$ cat src/cpd_pkg.sv
`default_nettype none

package cpd_pkg;

	// field widths
	localparam int unsigned BYTE_W  = 8;
	localparam int unsigned INDEX_W = 11;
	localparam int unsigned CODE_W  = 2;

	localparam int unsigned BUFFER_BYTES_DEF = 2048;
	localparam logic [INDEX_W-1:0] MAX_PAYLOAD_RST = 11'd2047;

	// framing characters
	localparam logic [BYTE_W-1:0] CH_NUL    = 8'h00;
	localparam logic [BYTE_W-1:0] CH_START  = 8'h24; // '$'
	localparam logic [BYTE_W-1:0] CH_HASH   = 8'h23; // '#'
	localparam logic [BYTE_W-1:0] CH_COLON  = 8'h3A; // ':'
	localparam logic [INDEX_W-1:0] COLON_POS = 11'd2;

	typedef enum logic [1:0] {
		PH_HUNT = 2'd0,
		PH_DATA = 2'd1,
		PH_CK1  = 2'd2,
		PH_CK2  = 2'd3
	} phase_t;

	typedef enum logic {
		KIND_BYTE   = 1'b0,
		KIND_STATUS = 1'b1
	} kind_t;

	typedef enum logic [CODE_W-1:0] {
		ST_OK         = 2'd0,
		ST_DEPRECATED = 2'd1,
		ST_CKSUM      = 2'd2,
		ST_READ       = 2'd3
	} status_t;

	typedef enum logic [CODE_W-1:0] {
		ACK_NONE  = 2'd0,
		ACK_PLUS  = 2'd1,
		ACK_MINUS = 2'd2
	} ack_t;

	typedef struct packed {
		kind_t               kind;
		logic [BYTE_W-1:0]   payload_byte;
		logic [INDEX_W-1:0]  byte_index;
		status_t             status;
		ack_t                ack;
	} res_t;

	// hex digit value, anything else counts as zero
	function automatic logic [3:0] hex_value(input logic [BYTE_W-1:0] c);
		logic [3:0] v;
		v = 4'd0;
		if (c >= 8'h30 && c <= 8'h39)
			v = c[3:0];
		else if ((c >= 8'h61 && c <= 8'h66) || (c >= 8'h41 && c <= 8'h46))
			v = c[3:0] + 4'd9;
		return v;
	endfunction

endpackage

`default_nettype wire

$ cat src/cpd_parser.sv
`default_nettype none

module cpd_parser (
	input  wire logic                        clk,
	input  wire logic                        arst_n,
	input  wire logic                        step,
	input  wire logic [cpd_pkg::BYTE_W-1:0]  rx_byte,
	input  wire logic [cpd_pkg::INDEX_W-1:0] limit,
	output logic                             emit,
	output cpd_pkg::res_t                    res
);
	import cpd_pkg::*;

	phase_t               phase_q, phase_d;
	logic [BYTE_W-1:0]    sum_q, sum_d;
	logic [INDEX_W-1:0]   count_q, count_d;
	logic                 colon_q, colon_d;
	logic [3:0]           nib_q, nib_d;
	logic [INDEX_W:0]     count_inc;
	logic [BYTE_W-1:0]    given;

	always_ff @(posedge clk or negedge arst_n) begin
		if (!arst_n) begin
			phase_q <= PH_HUNT;
			sum_q   <= '0;
			count_q <= '0;
			colon_q <= 1'b0;
			nib_q   <= '0;
		end else if (step) begin
			phase_q <= phase_d;
			sum_q   <= sum_d;
			count_q <= count_d;
			colon_q <= colon_d;
			nib_q   <= nib_d;
		end
	end

	assign count_inc = {1'b0, count_q} + {{INDEX_W{1'b0}}, 1'b1};
	assign given     = {nib_q, hex_value(rx_byte)};

	always_comb begin
		phase_d = phase_q;
		sum_d   = sum_q;
		count_d = count_q;
		colon_d = colon_q;
		nib_d   = nib_q;
		emit    = 1'b0;
		res.kind         = KIND_STATUS;
		res.payload_byte = '0;
		res.byte_index   = count_q;
		res.status       = ST_READ;
		res.ack          = ACK_NONE;

		unique case (phase_q)
			PH_HUNT: begin
				if (rx_byte == CH_NUL) begin
					count_d        = '0;
					res.byte_index = '0;
					emit           = 1'b1;
				end else if (rx_byte == CH_START) begin
					phase_d = PH_DATA;
					sum_d   = '0;
					count_d = '0;
					colon_d = 1'b0;
					nib_d   = '0;
				end
			end
			PH_DATA: begin
				if (rx_byte == CH_NUL || rx_byte == CH_START) begin
					emit    = 1'b1;
					phase_d = PH_HUNT;
				end else if (rx_byte == CH_HASH) begin
					if (colon_q) begin
						emit       = 1'b1;
						res.status = ST_DEPRECATED;
						phase_d    = PH_HUNT;
					end else begin
						phase_d = PH_CK1;
					end
				end else if (count_inc >= {1'b0, limit}) begin
					// too long, drop the byte and end the packet
					emit    = 1'b1;
					phase_d = PH_HUNT;
				end else begin
					if (count_q == COLON_POS && rx_byte == CH_COLON)
						colon_d = 1'b1;
					emit             = 1'b1;
					res.kind         = KIND_BYTE;
					res.payload_byte = rx_byte;
					res.status       = ST_OK;
					count_d          = count_inc[INDEX_W-1:0];
					sum_d            = sum_q + rx_byte;
				end
			end
			PH_CK1: begin
				nib_d   = hex_value(rx_byte);
				phase_d = PH_CK2;
			end
			PH_CK2: begin
				emit    = 1'b1;
				phase_d = PH_HUNT;
				if (given == sum_q) begin
					res.status = ST_OK;
					res.ack    = ACK_PLUS;
				end else begin
					res.status = ST_CKSUM;
					res.ack    = ACK_MINUS;
				end
			end
			default: phase_d = PH_HUNT;
		endcase
	end

	// a passed payload byte always stays below the limit
	a_index_below_limit: assert property (@(posedge clk) disable iff (!arst_n)
		step && emit && res.kind == KIND_BYTE |-> {1'b0, res.byte_index} + 12'd1 < {1'b0, limit})
		else $error("payload byte index reached limit");

	// checksum digits are only read after a '#' without the colon mark
	a_ck_after_hash: assert property (@(posedge clk) disable iff (!arst_n)
		step && phase_q == PH_DATA && phase_d == PH_CK1 |-> rx_byte == CH_HASH && !colon_q)
		else $error("checksum phase entered without hash");

	// the count only grows by one within a packet
	a_count_step: assert property (@(posedge clk) disable iff (!arst_n)
		step && phase_q == PH_DATA && phase_d == PH_DATA |-> count_d == count_inc[INDEX_W-1:0])
		else $error("payload count skipped");

endmodule

`default_nettype wire

$ cat src/checksummed_packet_deframer.sv
`default_nettype none

// checksummed packet deframer for $payload#hh framed serial traffic
//
// s_axis: one received character per transfer in tdata[7:0]; zero means a
//   link read error. m_axis: one result per transfer, tuser tells a payload
//   byte (0) from an end of packet status (1); tdata carries the payload
//   byte, its index (or the payload length at the end), the status and the
//   acknowledge that the host should send back.
// cfg: one write channel for max_payload, always ready; write it only while
//   the block is idle. The effective limit is max_payload capped at
//   BUFFER_BYTES - 1.
// pipeline: a character accepted into the input register is parsed once the
//   output register can take its result; that result, if any, is offered there.
// throughput: one character per cycle while results are taken, limited by the
//   single pass through the parser state machine between the input and output
//   registers.
// reset: parser back to hunting for '$', sum and count cleared, limit set
//   to 2047, both registers empty.
// stall: while the output register holds a result that is not taken, the
//   input register holds its character and tready drops once it is full;
//   nothing is lost or repeated.
module checksummed_packet_deframer #(
	parameter int unsigned BUFFER_BYTES = cpd_pkg::BUFFER_BYTES_DEF
) (
	input  wire logic                        clk,
	input  wire logic                        arst_n,
	input  wire logic                        s_axis_tvalid,
	output logic                             s_axis_tready,
	input  wire logic [7:0]                  s_axis_tdata,  // [7:0] rx_byte
	output logic                             m_axis_tvalid,
	input  wire logic                        m_axis_tready,
	// [7:0] payload_byte, [18:8] byte_index, [20:19] status, [22:21] ack,
	// [23] zero fill
	output logic [23:0]                      m_axis_tdata,
	output logic                             m_axis_tuser,  // [0] out_kind
	input  wire logic                        cfg_valid,
	output logic                             cfg_ready,
	input  wire logic [cpd_pkg::INDEX_W-1:0] cfg_data       // max_payload
);
	import cpd_pkg::*;

	// largest usable limit, set by the receive buffer size
	localparam int unsigned CAP_INT = (BUFFER_BYTES - 1 > 2047) ? 2047 : BUFFER_BYTES - 1;
	localparam logic [INDEX_W-1:0] LIMIT_CAP = INDEX_W'(CAP_INT);

	logic                valid_s1;
	logic [BYTE_W-1:0]   byte_s1;
	logic                out_valid_q;
	res_t                res_q;
	logic [INDEX_W-1:0]  max_payload_q;
	logic [INDEX_W-1:0]  limit;
	logic                advance;
	logic                emit;
	res_t                res;

	assign cfg_ready = 1'b1;

	always_ff @(posedge clk or negedge arst_n) begin
		if (!arst_n)
			max_payload_q <= MAX_PAYLOAD_RST;
		else if (cfg_valid)
			max_payload_q <= cfg_data;
	end

	assign limit = (max_payload_q > LIMIT_CAP) ? LIMIT_CAP : max_payload_q;

	// parse the held character when the output register can take its result
	assign advance       = valid_s1 && (!out_valid_q || m_axis_tready);
	assign s_axis_tready = !valid_s1 || advance;

	// input register
	always_ff @(posedge clk or negedge arst_n) begin
		if (!arst_n)
			valid_s1 <= 1'b0;
		else if (s_axis_tready)
			valid_s1 <= s_axis_tvalid;
	end

	always_ff @(posedge clk) begin
		if (s_axis_tvalid && s_axis_tready)
			byte_s1 <= s_axis_tdata;
	end

	cpd_parser u_parser (
		.clk     (clk),
		.arst_n  (arst_n),
		.step    (advance),
		.rx_byte (byte_s1),
		.limit   (limit),
		.emit    (emit),
		.res     (res)
	);

	// output register
	always_ff @(posedge clk or negedge arst_n) begin
		if (!arst_n)
			out_valid_q <= 1'b0;
		else if (advance)
			out_valid_q <= emit;
		else if (m_axis_tready)
			out_valid_q <= 1'b0;
	end

	always_ff @(posedge clk) begin
		if (advance && emit)
			res_q <= res;
	end

	assign m_axis_tvalid = out_valid_q;
	assign m_axis_tuser  = res_q.kind;
	assign m_axis_tdata  = {1'b0, res_q.ack, res_q.status, res_q.byte_index,
		res_q.payload_byte};

	// payload results carry no status and no acknowledge
	a_byte_clean: assert property (@(posedge clk) disable iff (!arst_n)
		out_valid_q && res_q.kind == KIND_BYTE |-> res_q.status == ST_OK && res_q.ack == ACK_NONE)
		else $error("payload result with status or ack");

	// status results carry a zero payload byte
	a_status_clean: assert property (@(posedge clk) disable iff (!arst_n)
		out_valid_q && res_q.kind == KIND_STATUS |-> res_q.payload_byte == '0)
		else $error("status result with payload byte");

	// a '+' goes with ok, a '-' with a checksum error, nothing otherwise
	a_ack_match: assert property (@(posedge clk) disable iff (!arst_n)
		out_valid_q && res_q.kind == KIND_STATUS |->
		((res_q.status == ST_OK) == (res_q.ack == ACK_PLUS)) &&
		((res_q.status == ST_CKSUM) == (res_q.ack == ACK_MINUS)))
		else $error("ack does not match status");

	// backpressure only ever comes from a held character
	a_ready_low: assert property (@(posedge clk) disable iff (!arst_n)
		!s_axis_tready |-> valid_s1 && out_valid_q && !m_axis_tready)
		else $error("input stalled without cause");

endmodule

`default_nettype wire
$ cat config.mk
export PLATFORM = sky130hd
export DESIGN_NAME = checksummed_packet_deframer
export DESIGN_NICKNAME = d
export VERILOG_FILES = /design/src/cpd_pkg.sv /design/src/cpd_parser.sv /design/src/checksummed_packet_deframer.sv
export SDC_FILE = /design/constraint.sdc
export NUM_CORES = 1
export LEC_CHECK = 0
export BUFFER_PORTS_ARGS = -buffer_cell sky130_fd_sc_hd__buf_2
export CORE_ASPECT_RATIO = 0.75
export CORE_UTILIZATION = 50
export DETAILED_ROUTE_END_ITERATION = 8
export PLACE_DENSITY = 0.79
export SETUP_SLACK_MARGIN = 0.02
export SYNTH_ARGS = -nofsm -noshare
export SYNTH_HDL_FRONTEND = slang
export SYNTH_HIERARCHICAL = 1
export SYNTH_SLANG_ARGS = --single-unit
$ cat constraint.sdc
create_clock -name clk -period 8.3 [get_ports clk]
set_input_delay 0.415 -clock clk [delete_from_list [all_inputs] [get_ports clk]]
set_output_delay 0.415 -clock clk [all_outputs]
set_load 0.02 [all_outputs]
# Word-level counts from Yosys, hierarchy flattened
# Cells that the tools add are included.
# op_classes
eq_ne,16
muxes,48
n_bitwise,1
n_reduce_logical,25
add_sub_neg,3
order_cmp,8
# op_table
op,n
$mux 11,8
$mux 8,5
$eq 8x6->1 const B,3
$pmux 11 s2,1
$mux 2,10
$mux 4,5
$ge 8x7->1 const B,2
$le 8x7->1 const B,2
$pmux 8 s2,1
$add 11x1->12 const B,1
$ge 12x11->1,1
$mux 1,12
$eq 11x2->1 const B,1
$gt 11x11->1 const B,1
$mux 9,1
$add 8x8->8,1
$eq 8x8->1,1
$ge 8x6->1 const B,1
$le 8x6->1 const B,1
$logic_not 8->1,1
$ne 2x2->1 const B,4
$pmux 2 s4,1
$pmux 4 s2,1
$reduce_and 4->1,2
20 further kinds,34
# totals
out_inout_bits,28
elab_cells,115
ff_bits,71

# Logic depth before layout (Yosys ltp)
# depth
depth_word,8
mapped_depth,14
ltp_nobuf,14

# By module
# The synthesis kept the hierarchy.
# modules_own_cells
mod,area_per_inst_um2,instances,cells_per_inst
cpd_parser,2489.9,1,312
checksummed_packet_deframer,1582.8,1,80

# Worst setup path after synthesis
# OpenSTA, ideal clock, no wires.
# synth_timing
path_kind,register to register
start,register byte_s1[0]
end,"register res_q, in the netlist m_axis_tdata[0] (enable)"
setup_ns,0.408
path_stages_with_launch,8
arrival_time_ns,2.525
slack_ns,5.367
cell_sequence,edfxtp_1 inv_1 ha_1 nand3_1 o21ai_1 o32a_1 nand2_1 nor2b_1
# synth_between
elab_chain_cells,5
# synth_rtl
element,line,rtl
start: declaration,checksummed_packet_deframer.sv:48,logic [BYTE_W-1:0] byte_s1;
start signal: assignment,checksummed_packet_deframer.sv:82,byte_s1 <= s_axis_tdata;
$eq 8x6->1 (tied with other cells),cpd_parser.sv:72,end else if (rx_byte == CH_HASH) begin
$mux 1 / $logic_or 1x1->1 (equally long branches),"cpd_parser.sv:72, cpd_parser.sv:69",
$mux 1,cpd_parser.sv:69,if (rx_byte == CH_NUL || rx_byte == CH_START) begin
$pmux 1 s3 (*),cpd_parser.sv:54,unique case (phase_q)
named net emit,checksummed_packet_deframer.sv:54,logic emit;
$logic_and 1x1->1 (*),checksummed_packet_deframer.sv:106,if (advance && emit)
end signal: assignment,checksummed_packet_deframer.sv:107,res_q <= res;
end: declaration,checksummed_packet_deframer.sv:50,res_t res_q;
# Mark *: on every way through the listed nets, which the timed path passes. The rest lies on a longest branch.
# A chain may end at the register's enable or synchronous reset.

# Worst setup path after layout
# layout_timing
start,register u_parser.count_q[2]
end,register u_parser.sum_q[5]
# layout_between
elab_chain_cells,4
# layout_rtl
element,line,rtl
start: declaration,cpd_parser.sv:16,"logic [INDEX_W-1:0] count_q, count_d;"
start signal: assignment,cpd_parser.sv:32,count_q <= count_d;
$add 11x1->12,cpd_parser.sv:38,"assign count_inc = {1'b0, count_q} + {{INDEX_W{1'b0}}, 1'b1};"
$ge 12x11->1,cpd_parser.sv:80,"end else if (count_inc >= {1'b0, limit}) begin"
$ne 2x2->1 (no line),--,
$reduce_and 7->1 (no line),--,
end signal: assignment,cpd_parser.sv:31,sum_q <= sum_d;
end: declaration,cpd_parser.sv:15,"logic [BYTE_W-1:0] sum_q, sum_d;"
# No other way between the ends.

==> key figures <==
Power and ir drop
  – Gate power share: 15.4%
  – P_sw: between 0.2 and 0.25 mW
  – Switching Share: 26.8%
  – Sequential share of power: 50.9%
  – Worst vdd ir: 0.0000956 V
  – P_leak: 1.95 nW
  – Int Power: 0.599 mW
  – Power Density: 180 nW/um^2
  – Clock share of power: about a third

Timing
  – Final TNS setup: 0 ns
  – Worst slew pin tran: 1.14 ns
  – Fin crit share: 40.8%
  – Setup Skew: 0.0110 ns
  – Crit path time final: 3.38 ns
  – Setup ws final: 4.92 ns
  – RSZ-0062 raised after global routing: false
  – Final setup viols: 0
  – Max-slew headroom: 23.5%
  – Final slew viol count: 0
  – Fmax: ~0.30 GHz
  – Final Hold Fails: 0

Critical path
  – Critical path origin: u_parser/count_q[2]$_DFFE_PN0P_
  – Worst Path Arrival: 3.60 ns
  – Req. time, crit path: 8.52 ns
  – Reg2reg start: u_parser/count_q[2]$_DFFE_PN0P_
  – Critical path class: reg2reg
  – Crit. End Element: register
  – Worst-path fanout max: 11
  – CP Launch Type: register

CTS
  – Worst-path clk slew: ~0.07 ns
  – Clk_lat worst skew: ~0.34 ns
  – Cts hold-fix bufs: 0
  – Post-CTS Resized: 0
  – Number of CTS-inserted buffers: 9
  – CTS Root Cell: clkbuf_8
  – Clock Path Buffers: 2
  – Setup Buffers After CTS: 0
  – Clock sinks: roughly 70
  – CTS tree: done
  – H-tree levels: 3

Synth
  – Synthesized cell area: 4070 um^2
  – Yosys cell types: between 50 and 60
  – Ys async rst share: 54.9%
  – EDFF count, synth: 32
  – Synth Register Bits: 71
  – Syn. warnings: 6
  – Avg Cell Area, Syn: 10.4 um^2
  – Mapped Cells: 392
  – Mapped Nets: 441
  – Main synth FF type: edfxtp_1
  – Register area share after synthesis: 47.9%

Routing
  – Met2 wire len: 3540 um
  – Via count: 2,990
  – Final ANT Viol Nets: 0
  – Max layer used: met4
  – Routed vias/inst: 5.53
  – Residual DRC: 0
  – Met3 routed WL: 773 um
  – Met1 wire length: 4120 um
  – WL final: ~8500 um
  – Wirelength per Cell: 15.8 um
  – First DRT Iteration DRCs: between 200 and 250
  – First drt pass iteration count: 5

Floorplanning
  – Die Width: 106 um
  – Die Height: 80.2 um
  – Die area: 8510 um^2
  – Num ports: between 50 and 60
  – Starting Density: between 50% and 60%
  – Core box area: 7880 um^2
  – Num rows: 28

GRT
  – Initial antenna violation count: 0
  – Vias in the first global route: 2,741
  – Total Routing Usage GR: a little over a fifth
  – GRT Residual Overflow: 0
  – First-pass GRT wire length: between 10,000 and 15,000 um
  – Largest net degree at the start of global routing: 40

Final layout
  – Nets@finish: 480
  – Share of post-route cells with drive strength above 1: 21.6%
  – Layout area overhead: 11.8%
  – N_diodes: 0
  – Filler Cell Count: 687

Placement
  – # port buffers: 49
  – Dpl hpwl: 6440 um
  – Final GP Congestion: 0.932
  – Pre-CTS WS: 4.97 ns

Worst hold path
  – Hold Path Class: in2async

Run
  – Maxcap violations: 0

Outcome
  – Status: completed
-- cell type report --
class                      instances  area, um^2  area share (%)
sequential                        71        1950            42.9
multi-input combinational        267        1900            41.8
timing repair buffer              49         245            5.39
clock buffer                      12         155            3.41
tap                              105         131            2.89
inverter                          33         124            2.72
clock inverter                     4        43.8           0.962
-- Yosys cell counts, drive strengths merged (6+ instances only) --
cell type / n / share of area, %
xor2: 6 / 1.3
mux2i: 12 / 2.9
nor4: 8 / 1.6
and2: 6 / 0.92
nor3: 8 / 0.98
xnor2: 14 / 3.0
nor2: 33 / 3.0
dfstp: 11 / 7.1
o21ai: 16 / 2.0
mux2: 15 / 5.1
nand3: 15 / 1.8
a21oi: 11 / 1.4
inv: 33 / 3.0
nor2b: 8 / 1.2
clkbuf: 16 / 1.5
nand2: 41 / 4.0
dfrtp: 28 / 17
edfxtp: 32 / 24
ha: 24 / 7.4
-- layout by cell type (no fill, tap or decap), types with 2 or more instances in the layout --
| cell type | instances |
|---|---|
| o21ai_0 | 7 |
| nor4b_2 | 2 |
| nor3b_1 | 3 |
| conb_1 | 2 |
| nor4_1 | 7 |
| nand2b_1 | 5 |
| dfrtp_1 | 28 |
| dfstp_2 | 11 |
| nand2_1 | 40 |
| ha_1 | 24 |
| mux2i_1 | 12 |
| nand4_1 | 5 |
| buf_2 | 49 |
| o21ai_1 | 9 |
| edfxtp_1 | 32 |
| mux2_4 | 10 |
| nor3_1 | 8 |
| nand3_1 | 15 |
| mux2_1 | 4 |
| nor2_1 | 33 |
| o2111ai_1 | 2 |
| clkinv_2 | 2 |
| or3_1 | 2 |
| clkbuf_8 | 11 |
| xor2_1 | 6 |
| o41ai_1 | 2 |
| xnor2_1 | 14 |
| nor4b_1 | 2 |
| and2_1 | 6 |
| inv_1 | 32 |
| nor2b_1 | 7 |
| a21oi_1 | 11 |
| o21bai_1 | 2 |
| a211oi_1 | 4 |
-- power by group through the flow --
stage	logic (mW)	clock network [mW]	registers, mW
after global routing	0.141	0.297	0.420
final	0.126	0.276	0.417
after CTS	0.125	0.282	0.416
after detailed placement	0.123	0	0.423
after global placement	0.119	0	0.422
after floorplan	0.0957	0	0.415
-- registers in the layout, summed over array words and instances (netlist names), 4 cells and up, named ones only --
name	cells
byte_s1	8
max_payload_q	11
m_axis_tdata	23
u_parser/nib_q	4
u_parser/sum_q	8
u_parser/count_q	11
-- final timing paths --
check                                                  endpoint  cells past startpoint  slack, ns
min in group clk                           byte_s1[6]$_DFFE_PP_                      1       0.24
worst max-delay path              u_parser/sum_q[5]$_DFFE_PN0P_                     11       4.92
worst min register to register    u_parser/nib_q[0]$_DFFE_PN0P_                      2       0.53
max in group asynchronous       u_parser/count_q[7]$_DFFE_PN0P_                      1       7.55
worst max register to register    u_parser/sum_q[5]$_DFFE_PN0P_                     11       4.92
worst min-delay path                       valid_s1$_DFFE_PN0P_                      1       0.20
-- kinds of logic after synthesis --
kind of cell,Yosys count,synth area share [%]
AND/OR/NAND/NOR,144,18.5
buffers and inverters,54,5.47
other,2,0.184
multiplexers,27,8.02
adder cells (fa/ha/maj),25,7.86
flip-flops,71,47.9
XOR/XNOR,20,4.30
AO/OA/AOI/OAI,49,7.80
-- metal layers --
layer | track usage, % | vias up
li1 | - | 1442
met5 | 0 | -
met1 | 30.7 | 1398
met2 | 30.1 | 137
met4 | 7.92 | 0
met3 | 6.41 | 13
-- worst max-delay path, cell delays in order (launching register included) --
cell	delay, ns
dfrtp_1	0.44
nand4_1	0.21
nor2_1	0.18
nand2_1	0.08
xnor2_1	0.14
ha_1	0.30
nand2_1	0.07
nor3_1	0.18
a21oi_1	0.12
o21ai_1	0.70
nand2_1	0.40
mux2_1	0.42
-- stage by stage --
step | instances | total power, mW | hold slack (ns) | util (%) | area (um^2)
4_1_cts | 541 | 0.823 | 0.219 | 57.7 | 4550
3_5_place_dp | 525 | 0.546 | 0.514 | 55.2 | 4350
6_report | 541 | 0.818 | 0.198 | 57.7 | 4550
5_1_grt | 541 | 0.858 | 0.221 | 57.7 | 4550
3_3_place_gp | 525 | 0.541 | 0.507 | 55.2 | 4350
2_1_floorplan | 392 | 0.511 | 0.119 | - | 4070
(Power assumes the default switching activity.)
